## config.mk

```make
export PLATFORM = sky130hd
export DESIGN_NAME = scb_ram
export DESIGN_NICKNAME = d
export VERILOG_FILES = /design/src/rtl/core/scb_ram.sv
export SDC_FILE = /design/constraint.sdc
export NUM_CORES = 1
export LEC_CHECK = 0
export BUFFER_PORTS_ARGS = -buffer_cell sky130_fd_sc_hd__buf_2
export CELL_PAD_IN_SITES_DETAIL_PLACEMENT = 2
export CELL_PAD_IN_SITES_GLOBAL_PLACEMENT = 2
export CORE_MARGIN = 2
export CORE_UTILIZATION = 40
export CTS_CLUSTER_DIAMETER = 150
export CTS_CLUSTER_SIZE = 10
export DETAILED_ROUTE_END_ITERATION = 7
export MAX_ROUTING_LAYER = met4
export PLACE_DENSITY_LB_ADDON = 0.1
export SLEW_MARGIN = 10
export SYNTH_ARGS = -nofsm -noshare
export SYNTH_HDL_FRONTEND = slang
export SYNTH_SLANG_ARGS = --single-unit
```

## constraint.sdc

```tcl
create_clock -name clk_i -period 11.9 [get_ports clk_i]
set_input_delay 2.38 -clock clk_i [delete_from_list [all_inputs] [get_ports clk_i]]
set_output_delay 2.38 -clock clk_i [all_outputs]
set_load 0.03 [all_outputs]
```

## src/rtl/core/scb_ram.sv

```systemverilog
// ----------------------------------------------------------------------------
// Generic RAM
// Single write port, single read port, registered read data.
// ----------------------------------------------------------------------------
module scb_ram #(
  parameter int Width = 32,
  parameter int Depth = 16
) (
  input  logic                     clk_i,
  input  logic                     we_i,
  input  logic [$clog2(Depth)-1:0] waddr_i,
  input  logic [Width-1:0]         wdata_i,
  input  logic                     re_i,
  input  logic [$clog2(Depth)-1:0] raddr_i,
  output logic [Width-1:0]         rdata_o
);

  logic [Width-1:0] mem_q [Depth];
  logic [Width-1:0] rdata_q;

  always_ff @(posedge clk_i) begin
    if (we_i) begin
      mem_q[waddr_i] <= wdata_i;
    end
    if (re_i) begin
      rdata_q <= mem_q[raddr_i];
    end
  end

  assign rdata_o = rdata_q;

endmodule

```

==> impl_metrics.tcl <==
set metrics [dict create \
    outcome "finished, final reports clean" \
    clockBufferDepth 3 \
    cap_violations 0 \
    die_h_um 229 \
    yosysWarnings 0 \
    max_slew_margin 0.388 \
    grt_pass1_wl_mm 74.2 \
    grt_use_total 0.205 \
    clk_pin_slew_worst_paths_ns 0.06 \
    vias 9205 \
    via_per_inst 5.64 \
    crit_fanout 48 \
    arrival_ns 5.10 \
    clkLatencyLatePin_ns 0.61 \
    wire_per_inst_um 30.9 \
    finalSetupViolations 0 \
    multi_input_area_sq_um 3750 \
    rsz0062_at_grt "false" \
    drc_errors 0 \
    postCtsSetupBuffers 0 \
    area_delta_synth_final_pct 14.3 \
    fin_skew_ns 0.0128 \
    fin_crit_ns 4.74 \
    cts_tree "built" \
    p_per_area_nw_per_um2 172 \
    synthesis.nets 881 \
    path_common_cell "buf_4" \
    io_pins 75 \
    leakage_nw 7.28 \
    initialDrtViolationCount 666 \
    nFillCells 4386 \
    antenna_found_initial 3 \
    cts_max_level 2 \
    fmax_mhz 211 \
    start_util 0.404 \
    firstDrtPassIters 5 \
    fin_ws_ns 7.16 \
    syn_area_sq_um 20200 \
    drt-total-wl_mm 50.5 \
    antenna_left 0 \
    grt_pass1_vias 10500 \
    setup_tns_ns 0 \
    synthesis.instances 838 \
    hold_path.class "flop to flop" \
    syn_avg_cell_area_sq_um 24.1 \
    dp_hpwl_mm 25.3 \
    port-buffer-count 74 \
    coreArea_sq_um 50000 \
    ys_ff_latch 544 \
    finalHoldViolations 0 \
    grt-ovfl-total 0 \
    critPathTopFamily "buffers and inverters" \
    path_cells "buf_4 > buf_4 > buf_4 > mux4_2 > a22oi_1 > nand2_1" \
    critPathKind "input port to flop" \
    path_buf_inv 3 \
    dp_slack_ns 6.50 \
    gp_congestion 0.702 \
    cp_slowest_stage_delay_ns 0.72 \
    peakVddDrop_mv 0.107 \
    layout-drive-gt1-share 0.326 \
    die_area_sq_um 52200 \
    end_kind "flop" \
    cts_made_buffers 60 \
    seqCellArea_sq_um 16300 \
    start_kind "input port" \
    num_rows 82 \
    min_period_over_period 0.398 \
    fin_nets 1000 \
    slew_violations 0 \
    tightest_slew_ns 0.918 \
    clock-sinks 544 \
    grt_max_degree 49 \
    die_w_um 229 \
    yosysSeqAreaShare 0.810 \
    slowest_stage "buf_4" \
    cts_hold_buf 0 \
    required_ns 12.26 \
    post_cts_resized 0 \
    ys_types 17 \
    clockRootBuffer "clkbuf_16" \
]
[area by class of cell]
cell class	instances	share of cell area
Antenna cell	2	0.000217
Clock buffer	61	0.0662
Clock inverter	3	0.00114
Sequential cell	544	0.708
Timing Repair Buffer	100	0.0250
Multi-Input combinational cell	251	0.163
Tap cell	672	0.0365
[cells in the final DEF, fill, tap and decap left out]
cell and n:
nand3_1 1, buf_2 72, mux4_2 128, nand3b_1 2, nor3_2 4, a22oi_1 64
nor2_4 13, inv_6 2, edfxtp_1 544, clkbuf_16 61, nor2b_4 2, buf_4 27
and2_2 1, clkbuf_8 1, diode_2 2, clkinv_4 1, nand2_1 33, or3b_2 1
nand2b_1 2
[worst min-delay path, stage by stage (launching register included)]
cell      delay (ns)
edfxtp_1        0.31
mux4_2          0.22
a22oi_1         0.06
nand2_1         0.05
[routing by layer]
layer | wire length (um) | track usage
met1 | 21200 | 0.261
met2 | 25900 | 0.345
met3 | 2120 | 0.0289
met4 | 1160 | 0.0631
met5 | 0 | -
[metrics by stage]
step                area, sq um  cells   util  hold WS [ns]  total power, W
floorplan                 20200    838      -         0.710         0.00233
global placement          21500   1567  0.430         0.725         0.00241
CTS                       23100   1631  0.461         0.746         0.00400
finish                    23100   1633  0.462         0.738         0.00396
global route              23100   1633  0.462         0.792         0.00408
detailed placement        21500   1567  0.430         0.733         0.00242
[where the power goes]
group	switching (W)	leakage [nW]	total, W	internal [W]
registers	0.0000136	4.94	0.00217	0.00216
logic	0.000132	1.57	0.000205	0.0000733
clock network	0.000685	0.765	0.00158	0.000894
[cells in the mapped netlist, drive strengths merged]
master,number,share of area
clkbuf,17,0.0032
nand2,33,0.0061
nor2b,2,0.00062
nand3b,2,0.00074
nor2,13,0.0024
mux4,128,0.14
and2,1,0.00031
nand3,1,0.00025
nand2b,2,0.00062
a22oi,64,0.024
edfxtp,544,0.81
or3b,1,0.00043
nor3,4,0.00099
buf,26,0.0079
[cells by family after synthesis]
group / after synthesis / share of synthesized area
simple gates: 59 / 0.0125
flops: 544 / 0.810
compound gates: 64 / 0.0238
mux: 128 / 0.143
buf+inv: 43 / 0.0110
[worst paths after layout]
check	end	from	slack (ns)	depth (start not counted)
setup / recovery	rdata_o[10]$_DFFE_PP_	raddr_i[1]	7.16	6
hold / removal	rdata_o[6]$_DFFE_PP_	mem_q[14][6]$_DFFE_PP_	0.74	3
hold reg to reg	rdata_o[6]$_DFFE_PP_	mem_q[14][6]$_DFFE_PP_	0.74	3
setup reg to reg	rdata_o[16]$_DFFE_PP_	mem_q[10][16]$_DFFE_PP_	10.43	3
[flip-flops by register name, summed over array words and instances (netlist names)]
name	cells
rdata_o	32
mem_q	512
Power figures use the tool's default switching activity.
