$ cat src/rtl/core/scb_pkg.sv
// ----------------------------------------------------------------------------
// Segment clip package
// Shared constants and types for the segment clip to box block.
// ----------------------------------------------------------------------------
package scb_pkg;

  localparam int MaxDims = 16;
  localparam int DimW    = (MaxDims > 1) ? $clog2(MaxDims) : 1;
  localparam int CntW    = $clog2(MaxDims + 1);
  localparam int CoordW  = 32;
  localparam int TolW    = 16;
  localparam logic [TolW-1:0] TolReset = TolW'(66);

  typedef struct packed {
    logic signed [CoordW-1:0] start_coord;
    logic signed [CoordW-1:0] end_coord;
    logic signed [CoordW-1:0] lower_limit;
    logic signed [CoordW-1:0] upper_limit;
  } entry_t;

  localparam int EntryW = $bits(entry_t);

  typedef struct packed {
    logic                     start;
    logic signed [CoordW:0]   num;
    logic signed [CoordW:0]   den;
  } div_req_t;

endpackage

$ cat src/rtl/core/scb_div.sv
// ----------------------------------------------------------------------------
// Segment clip divider
// Radix-2 restoring divider for t = num * 2^30 / den, truncated, saturated.
// ----------------------------------------------------------------------------
module scb_div import scb_pkg::*; (
  input  logic                     clk_i,
  input  logic                     rst_ni,
  input  div_req_t                 req_i,
  output logic                     done_o,
  output logic signed [CoordW-1:0] t_o
);

  localparam int QW = CoordW + 31;

  logic            busy_q, busy_d;
  logic            done_q, done_d;
  logic [5:0]      cnt_q, cnt_d;
  logic [CoordW:0] rem_q, rem_d;
  logic [CoordW:0] den_q, den_d;
  logic [QW-1:0]   dq_q, dq_d;
  logic            neg_q, neg_d;
  logic [CoordW+1:0] trial;
  logic [CoordW:0] num_mag, den_mag;
  logic            big_pos, big_neg;

  always_comb begin
    num_mag = req_i.num[CoordW] ? (CoordW+1)'(-req_i.num) : req_i.num;
    den_mag = req_i.den[CoordW] ? (CoordW+1)'(-req_i.den) : req_i.den;
    trial   = {rem_q, dq_q[QW-1]};
    busy_d  = busy_q;
    done_d  = 1'b0;
    cnt_d   = cnt_q;
    rem_d   = rem_q;
    den_d   = den_q;
    dq_d    = dq_q;
    neg_d   = neg_q;
    if (req_i.start) begin
      busy_d = 1'b1;
      cnt_d  = 6'(QW);
      rem_d  = '0;
      den_d  = den_mag;
      dq_d   = {num_mag, 30'b0};
      neg_d  = req_i.num[CoordW] ^ req_i.den[CoordW];
    end else if (busy_q) begin
      if (trial >= {1'b0, den_q}) begin
        rem_d = (CoordW+1)'(trial - {1'b0, den_q});
        dq_d  = {dq_q[QW-2:0], 1'b1};
      end else begin
        rem_d = trial[CoordW:0];
        dq_d  = {dq_q[QW-2:0], 1'b0};
      end
      cnt_d = cnt_q - 6'd1;
      if (cnt_q == 6'd1) begin
        busy_d = 1'b0;
        done_d = 1'b1;
      end
    end
  end

  always_ff @(posedge clk_i or negedge rst_ni) begin
    if (!rst_ni) begin
      busy_q <= 1'b0;
      done_q <= 1'b0;
      cnt_q  <= '0;
    end else begin
      busy_q <= busy_d;
      done_q <= done_d;
      cnt_q  <= cnt_d;
    end
  end

  always_ff @(posedge clk_i) begin
    rem_q <= rem_d;
    den_q <= den_d;
    dq_q  <= dq_d;
    neg_q <= neg_d;
  end

  always_comb begin
    big_pos = dq_q[QW-1:CoordW-1] != '0;
    big_neg = (dq_q[QW-1:CoordW] != '0) || (dq_q[CoordW-1] && dq_q[CoordW-2:0] != '0);
    if (!neg_q) begin
      t_o = big_pos ? {1'b0, {(CoordW-1){1'b1}}} : dq_q[CoordW-1:0];
    end else begin
      t_o = big_neg ? {1'b1, {(CoordW-1){1'b0}}} : CoordW'(-dq_q[CoordW-1:0]);
    end
  end

  assign done_o = done_q;

endmodule

$ cat config.mk
export PLATFORM = sky130hd
export DESIGN_NAME = scb_div
export DESIGN_NICKNAME = d
export VERILOG_FILES = /design/src/rtl/core/scb_pkg.sv /design/src/rtl/core/scb_div.sv
export SDC_FILE = /design/constraint.sdc
export NUM_CORES = 1
export LEC_CHECK = 0
export BUFFER_PORTS_ARGS = -buffer_cell sky130_fd_sc_hd__buf_2
export CAP_MARGIN = 20
export CORE_ASPECT_RATIO = 1.5
export CORE_MARGIN = 5
export CORE_UTILIZATION = 45
export CTS_CLUSTER_DIAMETER = 40
export DETAILED_ROUTE_END_ITERATION = 7
export GPL_TIMING_DRIVEN = 1
export SETUP_SLACK_MARGIN = 0.5
export SYNTH_ARGS = -nofsm -noshare
export SYNTH_HDL_FRONTEND = slang
export SYNTH_SLANG_ARGS = --single-unit
$ cat constraint.sdc
create_clock -name clk_i -period 3.6 [get_ports clk_i]
set_clock_uncertainty 0.2 [all_clocks]
set_input_delay 0.18 -clock clk_i [delete_from_list [all_inputs] [get_ports clk_i]]
set_output_delay 0.18 -clock clk_i [all_outputs]
set_load 0.1 [all_outputs]
==> results.yml <==
status:
  status: "finished, violations left"
  violations: "setup timing"
critical_path:
  worstPathRequired_ns: 3.22
  cp.arrival_ns: 3.24
  critPathCaptureType: "primary output"
  r2r_cells: 16
  crit_fanout: 5
  critPathKind: "reg -> out"
  crit_path_start_kind: "register"
yosys:
  synth.top_cell.area_share_pct: 21.2
  synth_xor_area_share_pct: 8.58
  yosysTopAreaCell: "edfxtp_1"
  syn_nets: 1222
  synthMuxAreaShare_pct: 5.50
  synth.area.top_cells: "edfxtp_1 21%, dfxtp_1 13%, xnor2_1 7.4%"
  synth_compound_area_share_pct: 19.8
  synth_flop_cell: "edfxtp_1"
  synth_area_mm2: 0.00949
  yosysUniqueCellTypes: 66
  netlist_instances: 1114
  synth_top_family_by_area: "compound AO/OA/AOI/OAI gates"
  synthAdderAreaFrac_pct: 5.22
  synth_edf_count: 67
  yosys.area_share.simple_pct: 19.4
  synthArstFlopShare_pct: 5.80
  synth.avg_cell_area_um2: 8.52
  ys_warn_count: 0
  synth-seq-cells: 138
  seq_area_frac_synth_pct: 36.6
clock_tree:
  cts_sinks: 138
  htreeDepth: 4
  clkSlewWorstSetupHoldPaths_ns: 0.06
  cts_tree: "built"
  clockRootBuffer: "clkbuf_16"
  clk_latency_ns: 0.43
  cts.path.max_buffers: 2
  cts_buffers: 17
power:
  seq_power_share_pct: 39.9
  p_switching_mw: 1.41
  power_density_mw_per_mm2: 346
  comb_power_share_pct: 26.0
  p_leak_nw: 5.37
  ir_worst_vdd_uv: 362
  total_power_mw: 4.54
  intPower_mw: 3.13
  switching_share_pct: 31.1
  p_clk_share_pct: 34.1
sta:
  finalHoldViolCount: 0
  finalCriticalPeriod_ns: 3.62
  relSlewSlack_pct: 56.9
  fin_crit_sh_pct: 100
  slew_viol_final: 0
  worst_slew_pin_slew_ns: 0.647
  max_clock_freq_ghz: 0.277
  fin_ws_ns: -0.0155
  rsz0062_at_grt: "true"
  setup_tns_ns: -0.0283
  setup_violations: 2
drt:
  drt.antenna.violating_nets: 0
  num_vias: 8713
  drt-initial-drc-count: 479
  routed_wl_um: 25100
  avgRoutedWirePerCell_um: 16.0
  viasPerCell: 5.56
  route.detailed.drc: 0
  drt_pass1_iterations: 4
run:
  max_cap_viol_count: 0
layout:
  diodes: 0
  drive_above_1_share_pct: 24.4
  area_growth_syn_to_layout_pct: 38.2
  nNetsFinal: 1395
  final_cell_mix: "110 x nor2_1, 100 x nand2_1, 79 x xnor2_1, 68 x buf_2, 67 x edfxtp_1"
  layout_commonest_cell: "nor2_1"
grt:
  grt_max_degree: 77
  grt_pass1_vias: 8510
  grt.total_usage_pct: 20.1
  antenna_found_initial: 0
  gr-total-overflow: 0
  grt_pass1_wl_um: 40100
worst_hold_path:
  min-delay-path-class: "in -> reg"
  hold_depth: 3
die:
  dieWidth_um: 129
  die_area_mm2: 0.0242
  ioPinCount: 102
  die_h_um: 188
  core_mm2: 0.0209
  rows: 65
  start_util_pct: 45.4
placement:
  portBuffers: 101
  gp_routability_congestion: 0.892
  detailed_place_hpwl_um: 17300
-- Yosys cell counts, drive strengths merged, types with 4 or more instances --
cell	instances
a211oi	19
a21boi	4
a21o	16
a21oi	69
a22o	31
a31oi	13
and2	4
buf	4
clkbuf	59
dfrtp	8
dfxtp	63
edfxtp	67
ha	38
inv	60
mux2i	51
nand2	120
nand2b	16
nand3	17
nand4	11
nor2	114
nor2b	8
nor3	28
nor4	12
o211ai	4
o21a	6
o21ai	71
o31ai	19
o41ai	13
or2	7
or3	11
or4	16
xnor2	80
xor2	13
-- worst paths after layout --
| kind | to | from | slack (ns) |
|---|---|---|---|
| max in group asynchronous | busy_q | rst_ni | 2.37 |
| setup / recovery | t_o[7] | dq_q[15] | -0.02 |
| hold reg to reg | rem_q[15] | rem_q[15] | 0.27 |
| setup reg to reg | rem_q[22] | dq_q[62] | 0.43 |
| hold / removal | dq_q[51] | req_i[54] | 0.02 |
| min in group asynchronous | done_o | rst_ni | 0.54 |
-- power by group through the flow --
stage | Combinational, mW | Sequential, mW | Clock, mW
after floorplan | 0.751 | 1.82 | 0
after global placement | 1.08 | 1.84 | 0
after detailed placement | 1.08 | 1.84 | 0
after CTS | 1.16 | 1.81 | 1.59
after global routing | 1.26 | 1.82 | 1.65
final | 1.18 | 1.81 | 1.55
-- logic make-up after synthesis --
kind of cell             after synthesis
multiplexers                          52
AND/OR/NAND/NOR                      382
AO/OA/AOI/OAI                        286
flip-flops                           138
buffers and inverters                124
adder cells (fa/ha/maj)               39
XOR/XNOR                              93
-- flip-flops by register name, indices dropped and copies added, names as in the netlist --
signal and count:
done_o 1, neg_q 1, den_q 33, busy_q 1, dq_q 63, rem_q 33, cnt_q 6
-- layout make-up --
class	count	area (µm²)
Inverter	61	236
Clock inverter	9	52.6
Multi-Input combinational cell	853	6390
Sequential cell	138	3490
Clock buffer	23	458
Timing Repair Buffer	216	2160
Tap cell	268	335
Fill cell	1768	7780
-- routing by layer --
layer  GRT usage [%]  up-vias  wire length (µm)
li1                -     4359                 -
met1            23.2     4138             10600
met2            36.7      169             13200
met3            2.65       47               696
met4            8.53        0               724
met5               0        -                 0
-- metrics by stage --
stage                     std cells  utilization, %  worst slack (ns)  hold WS, ns  area [µm²]
after detailed placement       1453            53.8             0.231       -0.173       11200
after global routing           1568            62.8            -0.175       0.0136       13100
final                          1568            62.8           -0.0155       0.0154       13100
after floorplan                1114               -            0.0462       -0.316        9890
after global placement         1453            53.8             0.279       -0.169       11200
after CTS                      1556            60.3           -0.0787     0.000386       12600
-- critical path, cell delays in order (launching register included) --
cell       delay [ns]
dfxtp_2          0.32
or4_4            0.53
or2_1            0.24
and4bb_2         0.33
nand4b_1         0.17
o41ai_4          0.28
nand2_2          0.17
clkinv_4         0.15
clkbuf_16        0.18
o21ai_4          0.06
a21oi_4          0.19
buf_12           0.19
-- timing repair --
item	in CTS	in global routing
setup buffers	13	9
pin swaps	19	52
hold buffers	57	0
cloned	1	3
endpoints found under the setup margin	66	75
endpoints found under the hold margin	55	0
resized for setup	39	103
(Power assumes the default switching activity.)
